File: config.mk
export PLATFORM = sky130hd
export DESIGN_NAME = tcle_addr_alu
export DESIGN_NICKNAME = d
export VERILOG_FILES = /design/src/sv/text_console_line_editor_macros.svh /design/src/sv/tcle_pkg.sv /design/src/sv/tcle_addr_alu.sv
export SDC_FILE = /design/constraint.sdc
export NUM_CORES = 1
export LEC_CHECK = 0
export CORE_MARGIN = 2
export CORE_UTILIZATION = 55
export DETAILED_ROUTE_END_ITERATION = 8
export DONT_BUFFER_PORTS = 1
export GPL_ROUTABILITY_DRIVEN = 0
export GPL_TIMING_DRIVEN = 0
export PLACE_DENSITY_LB_ADDON = 0.2
export SLEW_MARGIN = 20
export SYNTH_ARGS = -nofsm -noshare
export SYNTH_HDL_FRONTEND = slang
export SYNTH_SLANG_ARGS = --single-unit
export TNS_END_PERCENT = 1
File: constraint.sdc
create_clock -name vclk -period 4.98
set_input_delay 0.996 -clock vclk [all_inputs]
set_output_delay 0.996 -clock vclk [all_outputs]
set_load 0.05 [all_outputs]
File: src/sv/text_console_line_editor_macros.svh
// Assertion macros used by the console editor sequencer.
`ifndef TEXT_CONSOLE_LINE_EDITOR_MACROS_SVH
`define TEXT_CONSOLE_LINE_EDITOR_MACROS_SVH

// Check that cons holds in the same cycle as ante.
`define TCLE_ASSERT_IMP(lbl, clk, rstn, ante, cons, msg) \
  lbl: assert property (@(posedge clk) disable iff (!rstn) (ante) |-> (cons)) \
    else $error(msg);

// Check that cons holds in the cycle after ante.
`define TCLE_ASSERT_NXT(lbl, clk, rstn, ante, cons, msg) \
  lbl: assert property (@(posedge clk) disable iff (!rstn) (ante) |=> (cons)) \
    else $error(msg);

`endif

File: src/sv/tcle_pkg.sv
// Shared constants, types and state codes of the console line editor.
package tcle_pkg;

  // Default geometry and line size
  localparam int unsigned DefColumns      = 40;
  localparam int unsigned DefRows         = 23;
  localparam int unsigned DefLineCapacity = 100;

  // Field widths of the item channels
  localparam int unsigned KeyW    = 8;
  localparam int unsigned CellW   = 8;
  localparam int unsigned InAddrW = 10;
  localparam int unsigned OutPosW = 10;
  localparam int unsigned OutLenW = 7;

  // Special characters
  localparam logic [KeyW-1:0] KeyBackspace = 8'h08;
  localparam logic [KeyW-1:0] KeyEnter     = 8'h0A;
  localparam logic [KeyW-1:0] PromptChar   = 8'h3E;

  // Item commands
  localparam logic CmdKey  = 1'b0;
  localparam logic CmdRead = 1'b1;

  // Sequencer states
  typedef enum logic [3:0] {
    TCLE_CLEAR,
    TCLE_IDLE,
    TCLE_READ,
    TCLE_BKSP,
    TCLE_NEWLINE,
    TCLE_PUT,
    TCLE_CHECK,
    TCLE_PRIME,
    TCLE_COPY,
    TCLE_BLANK,
    TCLE_UNSCROLL,
    TCLE_EMIT
  } tcle_state_e;

  // One result item
  typedef struct packed {
    logic [CellW-1:0]   cell_value;
    logic [OutPosW-1:0] cursor_position;
    logic [OutLenW-1:0] line_length;
    logic               scrolled;
  } tcle_result_t;

endpackage

File: src/sv/tcle_addr_alu.sv
// Shared address adder/subtractor with a screen-end compare.
module tcle_addr_alu #(
  parameter int unsigned Width = 11,
  parameter int unsigned Limit = tcle_pkg::DefColumns * tcle_pkg::DefRows
) (
  input  logic [Width-1:0] a_i,
  input  logic [Width-1:0] b_i,
  input  logic             sub_i,
  output logic [Width-1:0] sum_o,
  output logic             ge_o
);

  // Add or subtract, then flag a result past the last cell
  always_comb begin
    if (sub_i) begin
      sum_o = a_i - b_i;
    end else begin
      sum_o = a_i + b_i;
    end
    ge_o = (sum_o >= Width'(Limit));
  end

endmodule

==> results.sh <==
export IMPL_drt_iter0_markers=5
export IMPL_ys_warn_count=0
export IMPL_power_density_nw_per_um2=314
export IMPL_end_kind="output port"
export IMPL_die_h_um=40.5
export IMPL_final_cell_mix="ha_1 (12), xnor2_1 (11), nor2_1 (9), a21oi_1 (9), inv_1 (8)"
export IMPL_drcViolationCount=0
export IMPL_initial_core_util_pct=57.6
export IMPL_drv_slew=0
export IMPL_p_sw_uw=179
export IMPL_avgSynthCellArea_um2=7.38
export IMPL_ant_nets=0
export IMPL_post_cts_setup_buffer_count=0
export IMPL_track_usage_pct=19.4
export IMPL_synthXorXnorAreaFrac_pct=19.2
export IMPL_final_nets=137
export IMPL_holdBufCountCts=0
export IMPL_regArea_um2=0
export IMPL_start_kind="input pin"
export IMPL_dp_cells=114
export IMPL_grt_max_degree=11
export IMPL_fmax_mhz=206
export IMPL_vdd_drop_max_v=0.000172
export IMPL_ys_seq_area_share_pct=0
export IMPL_p_leak_uw=0.000351
export IMPL_diodes=0
export IMPL_synthMuxAreaShare_pct=4.11
export IMPL_wl_per_cell_um=13.7
export IMPL_crit_fanout=4
export IMPL_final_common_cell="ha_1"
export IMPL_seqPwrFrac_pct=0
export IMPL_p_clk_share_pct=0
export IMPL_syn_area_um2=731
export IMPL_dp_hpwl_mm=1.33
export IMPL_total_power_uw=250
export IMPL_period_share_pct=97.4
export IMPL_cap_violations=0
export IMPL_fin_cells=114
export IMPL_fp_dieW_um=40.5
export IMPL_p_int_uw=70.6
export IMPL_final_core_util_pct=62.8
export IMPL_hold_viol=0
export IMPL_synthCells=99
export IMPL_synthToLayoutAreaGrowth_pct=9.08
export IMPL_worst_pin_slew_ns=1.15
export IMPL_status="finished clean"
export IMPL_fin_crit_ns=4.85
export IMPL_drive_above_1_share_pct=11.1
export IMPL_vias=676
export IMPL_seq_cells=0
export IMPL_coreArea_um2=1270
export IMPL_grt_pass1_wl_mm=2.28
export IMPL_setup_viol=0
export IMPL_antenna_found_initial=0
export IMPL_crit_required_ns=3.98
export IMPL_comb_power_share_pct=100.0
export IMPL_floorplan_die_area_um2=1640
export IMPL_synth_simple_area_share_pct=21.2
export IMPL_ios=35
export IMPL_hp_class="input pin to output port"
export IMPL_n_clock_buffer=0
export IMPL_synth_distinct_cells=35
export IMPL_io_buffers=0
export IMPL_dr_pass1_iters=4
export IMPL_crit_type="input pin to output port"
export IMPL_synth_fa_ha_area_share_pct=23.3
export IMPL_grt_pass1_vias=575
export IMPL_syn_num_nets=135
export IMPL_gr_total_overflow=0
export IMPL_switching_share_pct=71.7
export IMPL_relSlewSlack_pct=22.6
export IMPL_synth_compound_area_share_pct=26.0
export IMPL_critPathArrivalTime_ns=3.85
export IMPL_synth_top_family_by_area="compound AO/OA/AOI/OAI gates"
export IMPL_routed_wl_mm=1.56
export IMPL_row_count=13
export IMPL_tns_ns=0
export IMPL_vias_per_cell=5.93
-- power by group through the flow --
stage,Sequential (uW),Combinational (uW),Clock [uW]
2_1_floorplan,0,216,0
3_3_place_gp,0,231,0
3_5_place_dp,0,235,0
4_1_cts,0,241,0
5_1_grt,0,267,0
6_report,0,250,0
-- per-layer routing --
metal	up-vias	routed length, um	GRT usage, %
li1	361	-	-
met1	290	640	24.2
met2	25	799	36.1
met3	0	118	3.33
met4	0	0	0
met5	-	0	0
-- cells in the mapped netlist --
master    number  area [um2]
xnor2_1       15         131
ha_1          12         150
a21oi_1        9        45.0
nor2_1         9        33.8
inv_1          8        30.0
nor3_1         7        35.0
mux2i_1        3        30.0
o21ai_0        3        15.0
a21o_1         2        15.0
a31oi_1        2        12.5
nand2b_1       2        12.5
o21a_1         2        15.0
o21ai_1        2        10.0
or4_1          2        15.0
a211o_1        1        8.76
a211oi_1       1        7.51
a21oi_2        1        8.76
a41o_1         1        10.0
buf_6          1        11.3
clkbuf_1       1        3.75
fa_1           1        20.0
nand2_1        1        3.75
nand3_1        1        5.00
nand3b_1       1        7.51
nor2b_1        1        6.26
nor3b_2        1        12.5
nor4_1         1        6.26
o2111a_1       1        11.3
o211ai_1       1        7.51
o21bai_1       1        7.51
o31a_1         1        8.76
o31ai_1        1        7.51
or2_2          1        6.26
or3_4          1        11.3
xor2_1         1        8.76
-- layout make-up --
| type | instances | area (um2) |
|---|---|---|
| Multi-Input combinational cell | 89 | 733 |
| Fill cell | 120 | 472 |
| Inverter | 8 | 30.0 |
| Tap cell | 15 | 18.8 |
| Buffer | 2 | 15.0 |
-- worst paths after layout --
| kind | startpoint | end | slack [ns] | cells after the start |
|---|---|---|---|---|
| max | b_i[4] | ge_o | 0.13 | 11 |
| min | b_i[0] | sum_o[0] | 2.28 | 2 |
-- cell families (layout without fill, tap and decap cells) --
group                    after synthesis  after routing
AO/OA/AOI/OAI                         29             29
XOR/XNOR                              16             16
adder cells (fa/ha/maj)               13             13
buffers and inverters                 10             10
multiplexers                           3              3
AND/OR/NAND/NOR                       28             28
-- worst max-delay path, stage by stage --
cell and delay [ns]:
or3_4 0.38, nor3_1 0.14, nor2_1 0.07, xnor2_1 0.23, ha_1 0.31, o21ai_0 0.27, nand2b_1 0.10, a31oi_1 0.35
o21ai_1 0.24, xnor2_4 0.42, a41o_2 0.34
-- stage by stage --
step / worst slack, ns / instance area, um2 / hold slack [ns]
after floorplan: 0.0789 / 738 / 2.27
after global placement: -0.115 / 757 / 2.28
after detailed placement: -0.122 / 757 / 2.28
after CTS: 0.0610 / 773 / 2.28
after global routing: -0.0125 / 797 / 2.31
final: 0.129 / 797 / 2.28
-- repair_timing --
item | in CTS | in global routing
gates resized for setup | 3 | 2
endpoints found under the setup margin | 1 | 1
cloned | 0 | 0
(Power assumes the default switching activity.)
