## config.mk

```make
export PLATFORM = sky130hd
export DESIGN_NAME = tcle_ctrl_flat
export DESIGN_NICKNAME = d
export VERILOG_FILES = /design/src/sv/tcle_pkg.sv /design/src/sv/tcle_if.sv /design/src/sv/tcle_ctrl.sv /design/src/flat_wrapper.sv
export VERILOG_INCLUDE_DIRS = /design/src /design/src/sv
export SDC_FILE = /design/constraint.sdc
export NUM_CORES = 1
export LEC_CHECK = 0
export BUFFER_PORTS_ARGS = -buffer_cell sky130_fd_sc_hd__buf_2
export CAP_MARGIN = 0
export CELL_PAD_IN_SITES_DETAIL_PLACEMENT = 1
export CELL_PAD_IN_SITES_GLOBAL_PLACEMENT = 1
export CORE_ASPECT_RATIO = 1.25
export CORE_MARGIN = 1.5
export CORE_UTILIZATION = 38
export DETAILED_ROUTE_END_ITERATION = 8
export PLACE_DENSITY_LB_ADDON = 0.12
export SLEW_MARGIN = 25
export SYNTH_ARGS = -nofsm -noshare
export SYNTH_HDL_FRONTEND = slang
export SYNTH_SLANG_ARGS = --single-unit
```

## constraint.sdc

```tcl
create_clock -name clk_i -period 2.7 [get_ports clk_i]
set_input_delay 0.135 -clock clk_i [delete_from_list [all_inputs] [get_ports clk_i]]
set_output_delay 0.135 -clock clk_i [all_outputs]
set_load 0.01 [all_outputs]
```

## src/sv/text_console_line_editor_macros.svh

```systemverilog
// Assertion macros used by the console editor sequencer.
`ifndef TEXT_CONSOLE_LINE_EDITOR_MACROS_SVH
`define TEXT_CONSOLE_LINE_EDITOR_MACROS_SVH

// Check that cons holds in the same cycle as ante.
`define TCLE_ASSERT_IMP(lbl, clk, rstn, ante, cons, msg) \
  lbl: assert property (@(posedge clk) disable iff (!rstn) (ante) |-> (cons)) \
    else $error(msg);

// Check that cons holds in the cycle after ante.
`define TCLE_ASSERT_NXT(lbl, clk, rstn, ante, cons, msg) \
  lbl: assert property (@(posedge clk) disable iff (!rstn) (ante) |=> (cons)) \
    else $error(msg);

`endif

```

## src/sv/tcle_pkg.sv

```systemverilog
// Shared constants, types and state codes of the console line editor.
package tcle_pkg;

  // Default geometry and line size
  localparam int unsigned DefColumns      = 40;
  localparam int unsigned DefRows         = 23;
  localparam int unsigned DefLineCapacity = 100;

  // Field widths of the item channels
  localparam int unsigned KeyW    = 8;
  localparam int unsigned CellW   = 8;
  localparam int unsigned InAddrW = 10;
  localparam int unsigned OutPosW = 10;
  localparam int unsigned OutLenW = 7;

  // Special characters
  localparam logic [KeyW-1:0] KeyBackspace = 8'h08;
  localparam logic [KeyW-1:0] KeyEnter     = 8'h0A;
  localparam logic [KeyW-1:0] PromptChar   = 8'h3E;

  // Item commands
  localparam logic CmdKey  = 1'b0;
  localparam logic CmdRead = 1'b1;

  // Sequencer states
  typedef enum logic [3:0] {
    TCLE_CLEAR,
    TCLE_IDLE,
    TCLE_READ,
    TCLE_BKSP,
    TCLE_NEWLINE,
    TCLE_PUT,
    TCLE_CHECK,
    TCLE_PRIME,
    TCLE_COPY,
    TCLE_BLANK,
    TCLE_UNSCROLL,
    TCLE_EMIT
  } tcle_state_e;

  // One result item
  typedef struct packed {
    logic [CellW-1:0]   cell_value;
    logic [OutPosW-1:0] cursor_position;
    logic [OutLenW-1:0] line_length;
    logic               scrolled;
  } tcle_result_t;

endpackage

```

## src/sv/tcle_if.sv

```systemverilog
// Item channel interfaces of the console line editor.
interface tcle_req_if;
  logic                           valid;
  logic                           ready;
  logic                           command;
  logic [tcle_pkg::KeyW-1:0]      key_code;
  logic [tcle_pkg::InAddrW-1:0]   cell_address;

  modport source (output valid, command, key_code, cell_address, input ready);
  modport sink   (input valid, command, key_code, cell_address, output ready);
endinterface


```

## src/sv/tcle_ctrl.sv

```systemverilog
// Sequencer of the console editor: keys, reads, scroll and clearing sweeps.
`include "text_console_line_editor_macros.svh"

module tcle_ctrl #(
  parameter int unsigned COLUMNS       = tcle_pkg::DefColumns,
  parameter int unsigned ROWS          = tcle_pkg::DefRows,
  parameter int unsigned LINE_CAPACITY = tcle_pkg::DefLineCapacity,
  parameter int unsigned CellCount     = COLUMNS * ROWS,
  parameter int unsigned AddrW         = $clog2(CellCount),
  parameter int unsigned WideW         = AddrW + 1
) (
  input  logic                       clk_i,
  input  logic                       rst_ni,
  tcle_req_if.sink                   req_i,
  output logic                       res_valid_o,
  output tcle_pkg::tcle_result_t     res_o,
  input  logic                       res_ready_i,
  output logic [WideW-1:0]           alu_a_o,
  output logic [WideW-1:0]           alu_b_o,
  output logic                       alu_sub_o,
  input  logic [WideW-1:0]           alu_sum_i,
  input  logic                       alu_ge_i,
  output logic                       mem_we_o,
  output logic [AddrW-1:0]           mem_waddr_o,
  output logic [tcle_pkg::CellW-1:0] mem_wdata_o,
  output logic                       mem_re_o,
  output logic [AddrW-1:0]           mem_raddr_o,
  input  logic [tcle_pkg::CellW-1:0] mem_rdata_i
);

  localparam int unsigned MoveCount = (ROWS - 1) * COLUMNS;
  localparam int unsigned ColW      = $clog2(COLUMNS + 1);
  localparam int unsigned LenW      = $clog2(LINE_CAPACITY);

  tcle_pkg::tcle_state_e state_q, state_d;

  logic [WideW-1:0]           cursor_q, cursor_d;
  logic [ColW-1:0]            rem_q, rem_d;       // cells left in the current row
  logic [LenW-1:0]            len_q, len_d;
  logic [AddrW-1:0]           sc_q, sc_d;         // sweep index
  logic                       put_pend_q, put_pend_d;
  logic                       scrolled_q, scrolled_d;
  logic [tcle_pkg::KeyW-1:0]  char_q, char_d;
  logic [tcle_pkg::CellW-1:0] value_q, value_d;
  logic                       in_range_q, in_range_d;

  logic                       accept;
  logic [AddrW+tcle_pkg::InAddrW-1:0] addr_ext;
  logic                       addr_ok;
  logic                       sc_last_cell;
  logic                       sc_last_move;
  logic [WideW+tcle_pkg::OutPosW-1:0] cur_ext;
  logic [LenW+tcle_pkg::OutLenW-1:0]  len_ext;

  assign req_i.ready  = (state_q == tcle_pkg::TCLE_IDLE);
  assign accept       = req_i.valid && req_i.ready;
  assign addr_ext     = (AddrW + tcle_pkg::InAddrW)'(req_i.cell_address);
  assign addr_ok      = (addr_ext < (AddrW + tcle_pkg::InAddrW)'(CellCount));
  assign sc_last_cell = (sc_q == AddrW'(CellCount - 1));
  assign sc_last_move = (sc_q == AddrW'(MoveCount - 1));

  // Next state
  always_comb begin
    state_d = state_q;
    unique case (state_q)
      tcle_pkg::TCLE_CLEAR: begin
        if (sc_last_cell) state_d = tcle_pkg::TCLE_IDLE;
      end
      tcle_pkg::TCLE_IDLE: begin
        if (accept) begin
          if (req_i.command == tcle_pkg::CmdRead) begin
            state_d = tcle_pkg::TCLE_READ;
          end else if (req_i.key_code == tcle_pkg::KeyBackspace) begin
            state_d = (len_q != '0) ? tcle_pkg::TCLE_BKSP : tcle_pkg::TCLE_EMIT;
          end else if (req_i.key_code == tcle_pkg::KeyEnter) begin
            state_d = tcle_pkg::TCLE_NEWLINE;
          end else if (len_q < LenW'(LINE_CAPACITY - 1)) begin
            state_d = tcle_pkg::TCLE_PUT;
          end else begin
            state_d = tcle_pkg::TCLE_EMIT;
          end
        end
      end
      tcle_pkg::TCLE_READ:     state_d = tcle_pkg::TCLE_EMIT;
      tcle_pkg::TCLE_BKSP:     state_d = tcle_pkg::TCLE_EMIT;
      tcle_pkg::TCLE_NEWLINE:  state_d = tcle_pkg::TCLE_CHECK;
      tcle_pkg::TCLE_PUT:      state_d = tcle_pkg::TCLE_CHECK;
      tcle_pkg::TCLE_CHECK: begin
        if (alu_ge_i) begin
          state_d = tcle_pkg::TCLE_PRIME;
        end else if (put_pend_q) begin
          state_d = tcle_pkg::TCLE_PUT;
        end else begin
          state_d = tcle_pkg::TCLE_EMIT;
        end
      end
      tcle_pkg::TCLE_PRIME:    state_d = tcle_pkg::TCLE_COPY;
      tcle_pkg::TCLE_COPY: begin
        if (sc_last_move) state_d = tcle_pkg::TCLE_BLANK;
      end
      tcle_pkg::TCLE_BLANK: begin
        if (sc_last_cell) state_d = tcle_pkg::TCLE_UNSCROLL;
      end
      tcle_pkg::TCLE_UNSCROLL: state_d = tcle_pkg::TCLE_CHECK;
      tcle_pkg::TCLE_EMIT: begin
        if (res_ready_i) state_d = tcle_pkg::TCLE_IDLE;
      end
      default:                 state_d = tcle_pkg::TCLE_IDLE;
    endcase
  end

  // Drive the shared adder and the screen store ports
  always_comb begin
    alu_a_o     = cursor_q;
    alu_b_o     = '0;
    alu_sub_o   = 1'b0;
    mem_we_o    = 1'b0;
    mem_waddr_o = cursor_q[AddrW-1:0];
    mem_wdata_o = '0;
    mem_re_o    = 1'b0;
    mem_raddr_o = addr_ext[AddrW-1:0];
    res_valid_o = 1'b0;
    unique case (state_q)
      tcle_pkg::TCLE_CLEAR: begin
        mem_we_o    = 1'b1;
        mem_waddr_o = sc_q;
        mem_wdata_o = (sc_q == '0) ? tcle_pkg::PromptChar : '0;
      end
      tcle_pkg::TCLE_IDLE: begin
        alu_b_o   = WideW'(1);
        alu_sub_o = 1'b1;
        mem_re_o  = accept && (req_i.command == tcle_pkg::CmdRead) && addr_ok;
      end
      tcle_pkg::TCLE_BKSP: begin
        mem_we_o = 1'b1;
      end
      tcle_pkg::TCLE_NEWLINE: begin
        alu_b_o = WideW'(rem_q);
      end
      tcle_pkg::TCLE_PUT: begin
        alu_b_o     = WideW'(1);
        mem_we_o    = 1'b1;
        mem_wdata_o = char_q;
      end
      tcle_pkg::TCLE_PRIME: begin
        mem_re_o    = 1'b1;
        mem_raddr_o = AddrW'(COLUMNS);
      end
      tcle_pkg::TCLE_COPY: begin
        alu_a_o     = WideW'(sc_q);
        alu_b_o     = WideW'(COLUMNS + 1);
        mem_we_o    = 1'b1;
        mem_waddr_o = sc_q;
        mem_wdata_o = mem_rdata_i;
        mem_re_o    = !sc_last_move;
        mem_raddr_o = alu_sum_i[AddrW-1:0];
      end
      tcle_pkg::TCLE_BLANK: begin
        mem_we_o    = 1'b1;
        mem_waddr_o = sc_q;
      end
      tcle_pkg::TCLE_UNSCROLL: begin
        alu_b_o   = WideW'(COLUMNS);
        alu_sub_o = 1'b1;
      end
      tcle_pkg::TCLE_EMIT: begin
        res_valid_o = res_ready_i;
      end
      default: begin
        alu_b_o = '0;
      end
    endcase
  end

  // Register next values
  always_comb begin
    cursor_d   = cursor_q;
    rem_d      = rem_q;
    len_d      = len_q;
    sc_d       = sc_q;
    put_pend_d = put_pend_q;
    scrolled_d = scrolled_q;
    char_d     = char_q;
    value_d    = value_q;
    in_range_d = in_range_q;
    case (state_q)
      tcle_pkg::TCLE_CLEAR: begin
        sc_d = sc_last_cell ? '0 : sc_q + AddrW'(1);
      end
      tcle_pkg::TCLE_IDLE: begin
        if (accept) begin
          scrolled_d = 1'b0;
          value_d    = '0;
          in_range_d = addr_ok;
          put_pend_d = 1'b0;
          char_d     = req_i.key_code;
          if (req_i.command == tcle_pkg::CmdKey) begin
            if (req_i.key_code == tcle_pkg::KeyBackspace) begin
              // Shorten the line and step the cursor back
              if (len_q != '0) begin
                len_d = len_q - LenW'(1);
                if (cursor_q != '0) begin
                  cursor_d = alu_sum_i;
                  rem_d    = (rem_q == ColW'(COLUMNS)) ? ColW'(1) : rem_q + ColW'(1);
                end
              end
            end else if (req_i.key_code == tcle_pkg::KeyEnter) begin
              len_d      = '0;
              put_pend_d = 1'b1;
              char_d     = tcle_pkg::PromptChar;
            end else if (len_q < LenW'(LINE_CAPACITY - 1)) begin
              len_d = len_q + LenW'(1);
            end
          end
        end
      end
      tcle_pkg::TCLE_READ: begin
        value_d = in_range_q ? mem_rdata_i : '0;
      end
      tcle_pkg::TCLE_NEWLINE: begin
        cursor_d = alu_sum_i;
        rem_d    = ColW'(COLUMNS);
      end
      tcle_pkg::TCLE_PUT: begin
        cursor_d   = alu_sum_i;
        rem_d      = (rem_q == ColW'(1)) ? ColW'(COLUMNS) : rem_q - ColW'(1);
        put_pend_d = 1'b0;
      end
      tcle_pkg::TCLE_CHECK: begin
        if (alu_ge_i) begin
          sc_d       = '0;
          scrolled_d = 1'b1;
        end
      end
      tcle_pkg::TCLE_COPY: begin
        sc_d = sc_q + AddrW'(1);
      end
      tcle_pkg::TCLE_BLANK: begin
        sc_d = sc_last_cell ? '0 : sc_q + AddrW'(1);
      end
      tcle_pkg::TCLE_UNSCROLL: begin
        cursor_d = alu_sum_i;
      end
      default: begin
        sc_d = sc_q;
      end
    endcase
  end

  // Control state
  always_ff @(posedge clk_i or negedge rst_ni) begin
    if (!rst_ni) begin
      state_q    <= tcle_pkg::TCLE_CLEAR;
      cursor_q   <= WideW'(1);
      rem_q      <= ColW'(COLUMNS - 1);
      len_q      <= '0;
      sc_q       <= '0;
      put_pend_q <= 1'b0;
      scrolled_q <= 1'b0;
    end else begin
      state_q    <= state_d;
      cursor_q   <= cursor_d;
      rem_q      <= rem_d;
      len_q      <= len_d;
      sc_q       <= sc_d;
      put_pend_q <= put_pend_d;
      scrolled_q <= scrolled_d;
    end
  end

  // Item payload
  always_ff @(posedge clk_i) begin
    char_q     <= char_d;
    value_q    <= value_d;
    in_range_q <= in_range_d;
  end

  // Mask wide values to the result field widths
  assign cur_ext = (WideW + tcle_pkg::OutPosW)'(cursor_q);
  assign len_ext = (LenW + tcle_pkg::OutLenW)'(len_q);

  assign res_o.cell_value      = value_q;
  assign res_o.cursor_position = cur_ext[tcle_pkg::OutPosW-1:0];
  assign res_o.line_length     = len_ext[tcle_pkg::OutLenW-1:0];
  assign res_o.scrolled        = scrolled_q;

  `TCLE_ASSERT_IMP(a_cursor_on_screen, clk_i, rst_ni, state_q == tcle_pkg::TCLE_IDLE, cursor_q < WideW'(CellCount), "cursor beyond screen while idle")
  `TCLE_ASSERT_IMP(a_len_bound, clk_i, rst_ni, 1'b1, len_q <= LenW'(LINE_CAPACITY - 1), "line length over capacity")
  `TCLE_ASSERT_IMP(a_rem_bound, clk_i, rst_ni, 1'b1, (rem_q != '0) && (rem_q <= ColW'(COLUMNS)), "row remainder out of range")
  `TCLE_ASSERT_NXT(a_scroll_start, clk_i, rst_ni, (state_q == tcle_pkg::TCLE_CHECK) && alu_ge_i, state_q == tcle_pkg::TCLE_PRIME, "cursor past bottom without scroll")
  `TCLE_ASSERT_IMP(a_res_slot_free, clk_i, rst_ni, res_valid_o, res_ready_i, "result issued into a full output register")

endmodule

```

## src/flat_wrapper.sv

```systemverilog
// flat-port wrapper written by rule: the top's interface ports become plain ports
module tcle_ctrl_flat 
#(
  parameter int unsigned COLUMNS       = tcle_pkg::DefColumns,
  parameter int unsigned ROWS          = tcle_pkg::DefRows,
  parameter int unsigned LINE_CAPACITY = tcle_pkg::DefLineCapacity,
  parameter int unsigned CellCount     = COLUMNS * ROWS,
  parameter int unsigned AddrW         = $clog2(CellCount),
  parameter int unsigned WideW         = AddrW + 1
)
  (clk_i, rst_ni, res_valid_o, res_o, res_ready_i, alu_a_o, alu_b_o, alu_sub_o, alu_sum_i, alu_ge_i, mem_we_o, mem_waddr_o, mem_wdata_o, mem_re_o, mem_raddr_o, mem_rdata_i, req_i_valid, req_i_command, req_i_key_code, req_i_cell_address, req_i_ready);
  tcle_req_if req_i_i ();
  input  logic clk_i;
  input  logic rst_ni;
  output logic res_valid_o;
  output tcle_pkg::tcle_result_t res_o;
  input  logic res_ready_i;
  output logic [WideW-1:0] alu_a_o;
  output logic [WideW-1:0] alu_b_o;
  output logic alu_sub_o;
  input  logic [WideW-1:0] alu_sum_i;
  input  logic alu_ge_i;
  output logic mem_we_o;
  output logic [AddrW-1:0] mem_waddr_o;
  output logic [tcle_pkg::CellW-1:0] mem_wdata_o;
  output logic mem_re_o;
  output logic [AddrW-1:0] mem_raddr_o;
  input  logic [tcle_pkg::CellW-1:0] mem_rdata_i;
  input wire logic [$bits(req_i_i.valid)-1:0] req_i_valid;
  input wire logic [$bits(req_i_i.command)-1:0] req_i_command;
  input wire logic [$bits(req_i_i.key_code)-1:0] req_i_key_code;
  input wire logic [$bits(req_i_i.cell_address)-1:0] req_i_cell_address;
  output wire logic [$bits(req_i_i.ready)-1:0] req_i_ready;
  assign req_i_i.valid = req_i_valid;
  assign req_i_i.command = req_i_command;
  assign req_i_i.key_code = req_i_key_code;
  assign req_i_i.cell_address = req_i_cell_address;
  assign req_i_ready = req_i_i.ready;
  tcle_ctrl #(.COLUMNS(COLUMNS), .ROWS(ROWS), .LINE_CAPACITY(LINE_CAPACITY), .CellCount(CellCount), .AddrW(AddrW), .WideW(WideW)) u_core (.clk_i(clk_i), .rst_ni(rst_ni), .req_i(req_i_i), .res_valid_o(res_valid_o), .res_o(res_o), .res_ready_i(res_ready_i), .alu_a_o(alu_a_o), .alu_b_o(alu_b_o), .alu_sub_o(alu_sub_o), .alu_sum_i(alu_sum_i), .alu_ge_i(alu_ge_i), .mem_we_o(mem_we_o), .mem_waddr_o(mem_waddr_o), .mem_wdata_o(mem_wdata_o), .mem_re_o(mem_re_o), .mem_raddr_o(mem_raddr_o), .mem_rdata_i(mem_rdata_i));
endmodule
```

==> results of run 1 <==
==> worst max-delay path by stage <==
stage                      endpoint  cells after the start
global route         mem_wdata_o[4]                      6
floorplan           u_core.len_q[2]                      7
detailed placement  u_core.len_q[6]                      6
global placement    u_core.len_q[6]                      6
finish               mem_wdata_o[1]                      7
CTS                  mem_wdata_o[1]                      6
==> routing by layer <==
| metal | share of wire (%) | vias up | global-route usage (%) |
|---|---|---|---|
| met5 | 0 | - | 0 |
| met4 | 2.4 | 0 | 10.0 |
| met3 | 4.5 | 28 | 4.98 |
| met2 | 53 | 114 | 46.3 |
| met1 | 40 | 1972 | 27.6 |
| li1 | - | 1927 | - |
==> final cells by class <==
type / instances / area share [%]
Clock inverter: 5 / 2.01
Sequential cell: 57 / 29.4
Timing Repair Buffer: 145 / 15.6
Clock buffer: 11 / 4.50
Inverter: 16 / 1.19
Multi-Input combinational cell: 354 / 44.2
Tap cell: 132 / 3.20
==> Yosys cell counts (all sizes together) (4+ instances only) <==
cell / count / area [sq um]
a211o: 5 / 43.8
a211oi: 5 / 42.5
a21o: 5 / 37.5
a21oi: 21 / 105
a22o: 13 / 114
a22oi: 8 / 60.1
a31oi: 6 / 37.5
and2: 9 / 56.3
and3: 10 / 62.6
buf: 27 / 183
clkbuf: 24 / 90.1
dfrtp: 35 / 876
dfstp: 5 / 131
edfxtp: 17 / 510
ha: 8 / 100
inv: 15 / 56.3
mux2: 21 / 236
mux2i: 8 / 80.1
nand2: 60 / 225
nand2b: 9 / 56.3
nand3: 17 / 85.1
nand4: 6 / 37.5
nor2: 31 / 116
nor2b: 6 / 37.5
nor3: 21 / 115
o21ai: 23 / 115
o31ai: 4 / 35.0
or2: 4 / 25.0
or3: 4 / 25.0
or4b: 5 / 53.8
xnor2: 4 / 35.0
==> timing repair <==
item	in CTS	in global routing
setup buffers	0	0
hold buffers	3	1
endpoints found under the hold margin	3	35
==> sequential cells by signal, summed over array words and instances (netlist names) <==
signal and flops:
u_core.cursor_q 11, u_core.sc_q 10, u_core.scrolled_q 1, u_core.char_q 8, u_core.in_range_q 1, u_core.state_q 4
u_core.put_pend_q 1, u_core.rem_q 6, u_core.value_q 8, u_core.len_q 7
==> report_power, final <==
group	internal (mW)	switching, mW
Combinational	1.41	1.88
Clock	0.901	0.395
Sequential	1.21	0.394
==> cells by family (layout without fill, tap and decap cells) <==
kind of cell	after synthesis	in the layout	synth area share (%)
other cells	1	5	0.0910
compound gates	112	112	19.3
flops	57	57	36.8
fa+ha+maj	8	8	2.43
simple gates	196	196	24.7
mux	29	29	7.69
buf+inv	67	177	8.11
xor+xnor	4	4	0.850
==> worst max-delay path, cell delays in order, from the launching register on <==
cell	delay (ns)
dfrtp_1	0.39
buf_4	0.23
or3b_2	0.57
nor2_1	0.35
buf_4	0.25
a22oi_1	0.10
nand2_1	0.09
buf_2	0.14
==> results by group, run 1 <==
Setup path
  – Arrival time worst endpoint: approximately 2.5 ns
  – Startpoint Class: flip-flop
  – Crit path capture type: output port
  – Worst Path Required: 2.57 ns
  – R2r worst-path depth: 6
  – Critical path class: reg -> out
  – Reg-to-Reg Start: u_core.state_q[0]
  – CP max FO: 22
  – Setup crit start: u_core.state_q[1]
  – Reg2reg setup slack: around 0.42 ns
  – Worst reg2reg path endpoint: u_core.len_q[6]

Final layout
  – # fillers: approximately 1300
  – Finished Layout Cells: 720
  – Final core area utilization: roughly 49%
  – Syn-to-layout area delta: 25.5%
  – Nets: roughly 630
  – Design Area, Final: 5170 sq um
  – Most frequent cells in the layout: buf_2 (117), nand2_1 (60), dfrtp_1 (35)
  – Register area: between 1500 and 2000 sq um
  – Most common cell after layout, fill and taps aside: buf_2
  – Antenna diodes: 0
  – Layout cells sized above 1: ~33%
  – Area used by multi-input combinational logic: roughly 2300 sq um

Global routing
  – Largest net degree at the start of global routing: 41
  – GRT Total Usage: 25.3%
  – Total gr overflow: 0
  – Vias in the first global route: 4266
  – Initial antenna violation count: 0
  – First-pass GRT wire length: 21900 microns

STA
  – Fmax: 0.385 GHz
  – Hold WS: ~0.012 ns
  – Final Cycle Share: 96.3%
  – Final WS setup: about 0.10 ns
  – RSZ-0062 raised after global routing: no
  – Skew final: about 0.0047 ns
  – Max-slew violation count: 0
  – Final setup violation count: 0
  – Fin. Hold Viols: 0
  – Worst-Margin Slew: a little under 0.9 ns
  – Setup_tns: 0 ns
  – Fin crit period: roughly 2.6 ns
  – Slew headroom: roughly two fifths

Floorplanning
  – Ports: ~120
  – Die Area: about 11000 sq um
  – # rows: 42
  – Starting Density: 39.0%
  – Die height: 119 microns
  – Die width: about 96 microns
  – Core ar.: about 11000 sq um

Placement
  – Final HPWL DP: about 10000 microns
  – Port bufs: ~120
  – Cells after DPL: 700
  – Pre-CTS setup slack: around 0.44 ns
  – GP Congestion: between 0.8 and 0.9
  – Placed inst area: 4790 sq um

Clock network
  – Max clock buf depth: 2
  – Insertion delay to the later sink of the worst-skew pair: 0.33 ns
  – Htree depth: 3
  – CTS tree: done
  – TritonCTS buffer count: 9
  – Post-CTS Resized: 0
  – Clock sink count: 57
  – Worst-path clk slew: 0.05 ns
  – Clock root buffer: clkbuf_16

Routing
  – Post-Route WL: between 10000 and 15000 microns
  – Via/cell ratio: between 5 and 6
  – DRC: 0
  – Drt pass-1 iters: 4
  – Routed via count: between 4000 and 5000
  – Routed len/inst: ~19 microns
  – DRT iter0 DRCs: 128
  – DRT antenna net count: 0

Synth
  – Number of synthesized flops with an enable pin: 17
  – Predominant post-synthesis flop cell: dfrtp_1
  – Synthesized flop and latch total: 57
  – Avg Cell Area, Syn: 8.69 sq um
  – Cells after synthesis: 474
  – Synth unique cells: roughly 70
  – Seq/Total Area, Yosys: a little under two fifths
  – Synth warn: 0
  – FFs w/ async S/R, synth: a little over two thirds
  – Syn Std Cell Area: between 4000 and 5000 sq um

Pwr
  – Leak: about 2.4 nW
  – PwrDens: around 1200 nW/um^2
  – Total power: approximately 6.2 mW
  – Peak supply drop: 0.576 mV

Hold path
  – Hold Path Depth: 1
  – Endpoint, Worst Hold: u_core.char_q[0]
  – Hold crit path type: in -> reg
  – Hold_sp: req_i_key_code[0]

Outcome
  – Status: finished, final reports clean

Flow run
  – Max-Cap Viols: 0
Note: power is estimated with default switching activity, not from simulation.
==> run 2: changes to the inputs <==
--- a/config.mk
+++ b/config.mk
@@ -14,7 +14,7 @@
 export CORE_MARGIN = 1.5
 export CORE_UTILIZATION = 38
 export DETAILED_ROUTE_END_ITERATION = 8
-export PLACE_DENSITY_LB_ADDON = 0.12
+export PLACE_DENSITY_LB_ADDON = 0.1
 export SLEW_MARGIN = 25
 export SYNTH_ARGS = -nofsm -noshare
 export SYNTH_HDL_FRONTEND = slang
==> run 2 against run 1 <==
Against the previous run:
- cell count is 0.83% lower
- critical path depth stayed put
- non-clock buffer count is 6 lower
- largest power group unchanged
==> results by group, run 2 (synthesis results as in run 1) <==
Outcome
  – Status: finished, final reports clean

Pwr
  – Leak: around 2.3 nW
  – PwrDens: about 1200 nW/um^2
  – Total power: roughly 5.9 mW
  – Peak supply drop: about 0.47 mV

Setup path
  – Arrival time worst endpoint: between 2 and 2.5 ns
  – Critical path class: reg -> out
  – Startpoint Class: flip-flop
  – Worst Path Required: 2.57 ns
  – CP max FO: 10
  – Crit path capture type: output port

Clock network
  – Clock sink count: 57
  – Worst-path clk slew: roughly 0.05 ns
  – TritonCTS buffer count: 9
  – Htree depth: 3
  – CTS tree: done
  – Clock root buffer: clkbuf_16
  – Insertion delay to the later sink of the worst-skew pair: 0.33 ns
  – Post-CTS Setup Bufs: 0
  – Max clock buf depth: 2

Routing
  – Via/cell ratio: 5.62
  – Routed len/inst: 18.7 microns
  – DRC: 0
  – Drt pass-1 iters: 4
  – DRT iter0 DRCs: between 150 and 200
  – Post-Route WL: about 13000 microns
  – Routed via count: 4016
  – DRT antenna net count: 0

STA
  – RSZ-0062 raised after global routing: no
  – Final setup violation count: 0
  – Hold WS: between 0.015 and 0.02 ns
  – Final Cycle Share: ~92%
  – Max-slew violation count: 0
  – Fin crit period: between 2 and 2.5 ns
  – Setup_tns: 0 ns
  – Slew headroom: about 32%
  – Skew final: around 0.0088 ns
  – Worst-Margin Slew: 1.02 ns
  – Fin. Hold Viols: 0
  – Fmax: approximately 0.40 GHz

Placement
  – GP Congestion: around 0.82
  – Port bufs: around 120
  – Final HPWL DP: approximately 10000 microns

Final layout
  – Most common cell after layout, fill and taps aside: buf_2
  – Syn-to-layout area delta: 22.7%
  – Layout cells sized above 1: 32.8%
  – Final core area utilization: between 40% and 50%
  – Nets: about 630
  – Biggest register: u_core.cursor_q
  – Largest register FFs: 11
  – Most frequent cells in the layout: buf_2 (117), nand2_1 (59), dfrtp_1 (35)
  – Biggest regs: u_core.cursor_q: 11 flops, u_core.sc_q: 10 flops
  – Antenna diodes: 0

Global routing
  – Initial antenna violation count: 0
  – GRT Total Usage: about a quarter
  – First-pass GRT wire length: around 21000 microns
  – Total gr overflow: 0
  – Vias in the first global route: slightly above 4000
  – Largest net degree at the start of global routing: between 40 and 50

Floorplanning
  – Starting Density: around two fifths
  – Ports: 124
  – Die width: about 96 microns
  – Die Area: roughly 11000 sq um
  – # rows: 42
  – Core ar.: about 11000 sq um
  – Die height: ~120 microns

Flow run
  – Max-Cap Viols: 0

Hold path
  – Hold crit path type: in -> reg
## run 2: changes by cell type in the layout (fill, tap and decap cells not counted), sizes merged
cell,change
buf,-3
bufinv,-3
dlygate4sd3,-3
clkinv,+2
clkbuf,+1
## run 2: path summary, 6_finish.rpt
path	start	end	slack, ns	cells past startpoint
max in group asynchronous	rst_ni	u_core.cursor_q[7]	1.94	2
min	req_i_key_code[3]	u_core.char_q[3]	0.02	1
min in group asynchronous	rst_ni	u_core.sc_q[3]	0.36	2
max reg2reg	u_core.len_q[0]	u_core.len_q[6]	0.29	5
min reg2reg	u_core.scrolled_q	u_core.scrolled_q	0.51	2
max	u_core.state_q[3]	mem_wdata_o[4]	0.23	7
## run 2: report_power, final
part           internal [mW]  switching [mW]  total [mW]
Sequential              1.21           0.401        1.61
Clock                  0.615           0.392        1.01
Combinational           1.38            1.89        3.27
Total                   3.21            2.68        5.89
## run 2: per-layer routing
metal / track usage [%] / wire, microns
met1: 27.6 / 5280
met2: 44.6 / 7210
met3: 2.36 / 605
met4: 9.28 / 277
met5: 0 / 0
## run 2: final cells by class
class | count | area, sq um
fillers | 1294 | 5510
flip-flops and latches | 57 | 1520
clock buffers | 12 | 236
well taps | 132 | 165
inverters | 16 | 61.3
multi-input cells | 354 | 2300
repair buffers | 139 | 753
clock inverters | 4 | 22.5
## run 2: through the flow
stage	instance area, sq um	setup WS (ns)	cells
CTS	5030	0.0510	713
global placement	4770	0.399	697
global route	5050	0.0773	714
detailed placement	4770	0.322	697
floorplan	4130	0.674	478
finish	5050	0.228	714
## run 2: what timing repair did
| item | CTS | global route |
|---|---|---|
| hold buffers | 0 | 1 |
| endpoints found under the setup margin | 0 | 16 |
| resized for setup | 0 | 4 |
| hold endpoints to repair | 0 | 35 |
## run 2: worst max-delay path, stage by stage, from the launching register on
cell and delay [ns]:
dfrtp_1 0.47, buf_4 0.22, or3b_2 0.54, nor2_2 0.26
buf_4 0.22, a22oi_1 0.08, nand2_1 0.09, buf_2 0.13
==> run 3: changes to the inputs <==
--- a/config.mk
+++ b/config.mk
@@ -6,16 +6,16 @@
 export SDC_FILE = /design/constraint.sdc
 export NUM_CORES = 1
 export LEC_CHECK = 0
+export ABC_AREA = 1
 export BUFFER_PORTS_ARGS = -buffer_cell sky130_fd_sc_hd__buf_2
 export CAP_MARGIN = 0
 export CELL_PAD_IN_SITES_DETAIL_PLACEMENT = 1
 export CELL_PAD_IN_SITES_GLOBAL_PLACEMENT = 1
 export CORE_ASPECT_RATIO = 1.25
 export CORE_MARGIN = 1.5
-export CORE_UTILIZATION = 38
+export CORE_UTILIZATION = 36
 export DETAILED_ROUTE_END_ITERATION = 8
 export PLACE_DENSITY_LB_ADDON = 0.1
-export SLEW_MARGIN = 25
 export SYNTH_ARGS = -nofsm -noshare
 export SYNTH_HDL_FRONTEND = slang
 export SYNTH_SLANG_ARGS = --single-unit
==> run 3 against run 2 <==
Against the previous run:
- the flow now finishes with violations (hold timing)
- die area up 7.0%
- non-clock buffer count fell by 20
- global-route usage decreased by 0.72 points
- critical path depth shrank 1
- worst setup slack better by 0.017 ns
- via count up 9.8%
- combinational power fell by 4%
- utilization decreased by 2.9 points
- first-iteration DRC count fell by 4.1%
- cell count rose by 19%
- synthesized cell count increased by 30%
- sequential cell count stayed put
==> results by group, run 3 <==
STA
  – Hold WS: -0.0405 ns
  – Skew final: 0.00887 ns
  – Fin. Hold Viols: 24
  – Fmax: 0.407 GHz
  – Slew headroom: around a quarter
  – Max-slew violation count: 0
  – Fin crit period: between 2 and 2.5 ns
  – Final Cycle Share: between 90% and 100%
  – Final setup violation count: 0
  – Worst-Margin Slew: 1.11 ns
  – RSZ-0062 raised after global routing: no
  – Setup_tns: 0 ns

Placement
  – Placed inst area: 4750 sq um
  – Final HPWL DP: 11000 microns
  – Port bufs: ~120
  – GP Congestion: 0.879

Routing
  – Routed via count: around 4400
  – DRT iter0 DRCs: roughly 170
  – DRT antenna net count: 0
  – Via/cell ratio: ~5.2
  – Routed len/inst: 16.4 microns
  – Post-Route WL: between 10000 and 15000 microns
  – Drt pass-1 iters: 5
  – DRC: 0

Synth
  – Top cells by instance count after synthesis: nand2_1 (177), nor2_1 (68), inv_1 (63)
  – Top-count cell post-synth: nand2_1
  – Number of synthesized flops with an enable pin: 17
  – Post-synth top area share: between 20% and 30%
  – FFs w/ async S/R, synth: approximately 70%
  – Syn Std Cell Area: between 4000 and 5000 sq um
  – Largest cells by area after synthesis: dfrtp_1 (21%), nand2_1 (16%), edfxtp_1 (12%)
  – Avg Cell Area, Syn: a little under 7 sq um
  – Cells after synthesis: between 600 and 700
  – Predominant post-synthesis flop cell: dfrtp_1
  – Synth warn: 0
  – Synthesized flop and latch total: 57
  – Synth unique cells: 37
  – Largest area contributor in the netlist: dfrtp_1
  – Seq/Total Area, Yosys: between 30% and 40%

Pwr
  – Peak supply drop: 0.375 mV
  – Sw Ratio: between 40% and 50%
  – Combinational Power Share: between 50 and 60%
  – Seq pwr share: between 20 and 30%
  – PwrDens: 1150 nW/um^2
  – Pint: 2.92 mW
  – Clock power share: around a fifth
  – Sw Pwr: 2.89 mW
  – Leak: 2.66 nW

Final layout
  – Layout cells sized above 1: a little under a quarter
  – Nets: 763
  – Antenna diodes: 0
  – Biggest register: u_core.cursor_q
  – Most common cell after layout, fill and taps aside: nand2_1
  – Syn-to-layout area delta: 20.3%
  – Design Area, Final: ~5000 sq um
  – Most frequent cells in the layout: nand2_1 (177), buf_2 (118), nor2_1 (68)
  – Biggest regs: u_core.cursor_q: 11 flops, u_core.sc_q: 10 flops
  – Largest register FFs: 11

Clock network
  – Hold-fix buffers, CTS: 0
  – Clock root buffer: clkbuf_16
  – Htree depth: 3
  – Max clock buf depth: 2
  – Clock sink count: between 50 and 60
  – Worst-path clk slew: ~0.060 ns
  – Insertion delay to the later sink of the worst-skew pair: around 0.33 ns
  – TritonCTS buffer count: 9
  – CTS tree: done

Floorplanning
  – # rows: 43
  – Starting Density: 37.4%
  – Die Area: about 12000 sq um
  – Die width: around 99 microns
  – Die height: 124 microns
  – Ports: 124
  – Core ar.: ~11000 sq um

Setup path
  – Crit path capture type: output port
  – CP max FO: 19
  – Startpoint Class: flip-flop
  – R2r worst-path depth: 8
  – Worst Path Required: roughly 2.6 ns
  – Reg2reg setup slack: around 0.48 ns
  – Arrival time worst endpoint: 2.32 ns
  – Critical path class: reg -> out

Hold path
  – Hold crit path type: in -> async

Outcome
  – Failing checks: hold timing
  – Status: complete, but fails checks

Global routing
  – Total gr overflow: 0
  – GRT Total Usage: around a quarter
  – Vias in the first global route: approximately 4600
  – First-pass GRT wire length: roughly 23000 microns
  – Initial antenna violation count: 0
  – Largest net degree at the start of global routing: a little over 40

Flow run
  – Max-Cap Viols: 0
-- run 3: critical path, cell delays in order (launching register included) --
cell and delay [ns]:
dfrtp_1 0.49, nor2_2 0.25, inv_2 0.07, nor2_4 0.41, nor2_1 0.35, a22o_1 0.27, buf_2 0.14
-- run 3: routing by layer --
metal | GRT usage [%] | share of wire, % | vias up
met5 | 0 | 0 | -
met4 | 11.5 | 2.9 | 0
met3 | 3.11 | 3.0 | 26
met2 | 43.5 | 53 | 83
met1 | 26.2 | 41 | 2140
li1 | - | - | 2162
-- run 3: path summary, 6_finish.rpt --
path | startpoint | end
hold / removal | rst_ni | u_core.sc_q[7]
min in group clk_i | req_i_key_code[1] | u_core.char_q[1]
hold reg to reg | u_core.cursor_q[10] | u_core.cursor_q[10]
max in group asynchronous | rst_ni | u_core.cursor_q[2]
setup / recovery | u_core.state_q[1] | mem_raddr_o[9]
setup reg to reg | u_core.state_q[1] | u_core.sc_q[4]
-- run 3: repair_timing --
item / 4_1_cts / 5_1_grt
setup buffers: 0 / 0
setup endpoints to repair: 0 / 1
resized for setup: 0 / 2
-- run 3: power groups by stage --
stage | clock network (mW) | registers (mW) | logic [mW]
3_3_place_gp | 0 | 1.58 | 3.06
5_1_grt | 1.13 | 1.62 | 3.55
2_1_floorplan | 0 | 1.48 | 2.28
6_report | 1.08 | 1.58 | 3.15
3_5_place_dp | 0 | 1.59 | 3.15
4_1_cts | 1.10 | 1.58 | 3.17
-- run 3: final cells by class --
type / count / area (sq um)
Fill cell: 1494 / 6160
Tap cell: 135 / 169
Timing Repair Buffer: 119 / 598
Clock buffer: 9 / 225
Inverter: 70 / 268
Clock inverter: 7 / 55.1
Sequential cell: 57 / 1520
Multi-Input combinational cell: 455 / 2200
-- run 3: stage by stage --
step                power [mW]  std cells  util (%)  setup WS, ns
global placement          4.64        836      42.5         0.592
global route              6.30        852      45.0        0.0903
CTS                       5.85        852      45.0         0.162
finish                    5.81        852      45.0         0.245
floorplan                 3.76        618         -          1.06
detailed placement        4.74        836      42.5         0.502
-- run 3: kinds of logic after synthesis --
| family | count (synthesis) | synth area share, % |
|---|---|---|
| other | 1 | 0.0896 |
| AND/OR/NAND/NOR | 353 | 36.8 |
| flip-flops | 57 | 36.3 |
| adder cells (fa/ha/maj) | 8 | 2.39 |
| XOR/XNOR | 11 | 2.30 |
| AO/OA/AOI/OAI | 78 | 10.6 |
| buffers and inverters | 106 | 11.5 |
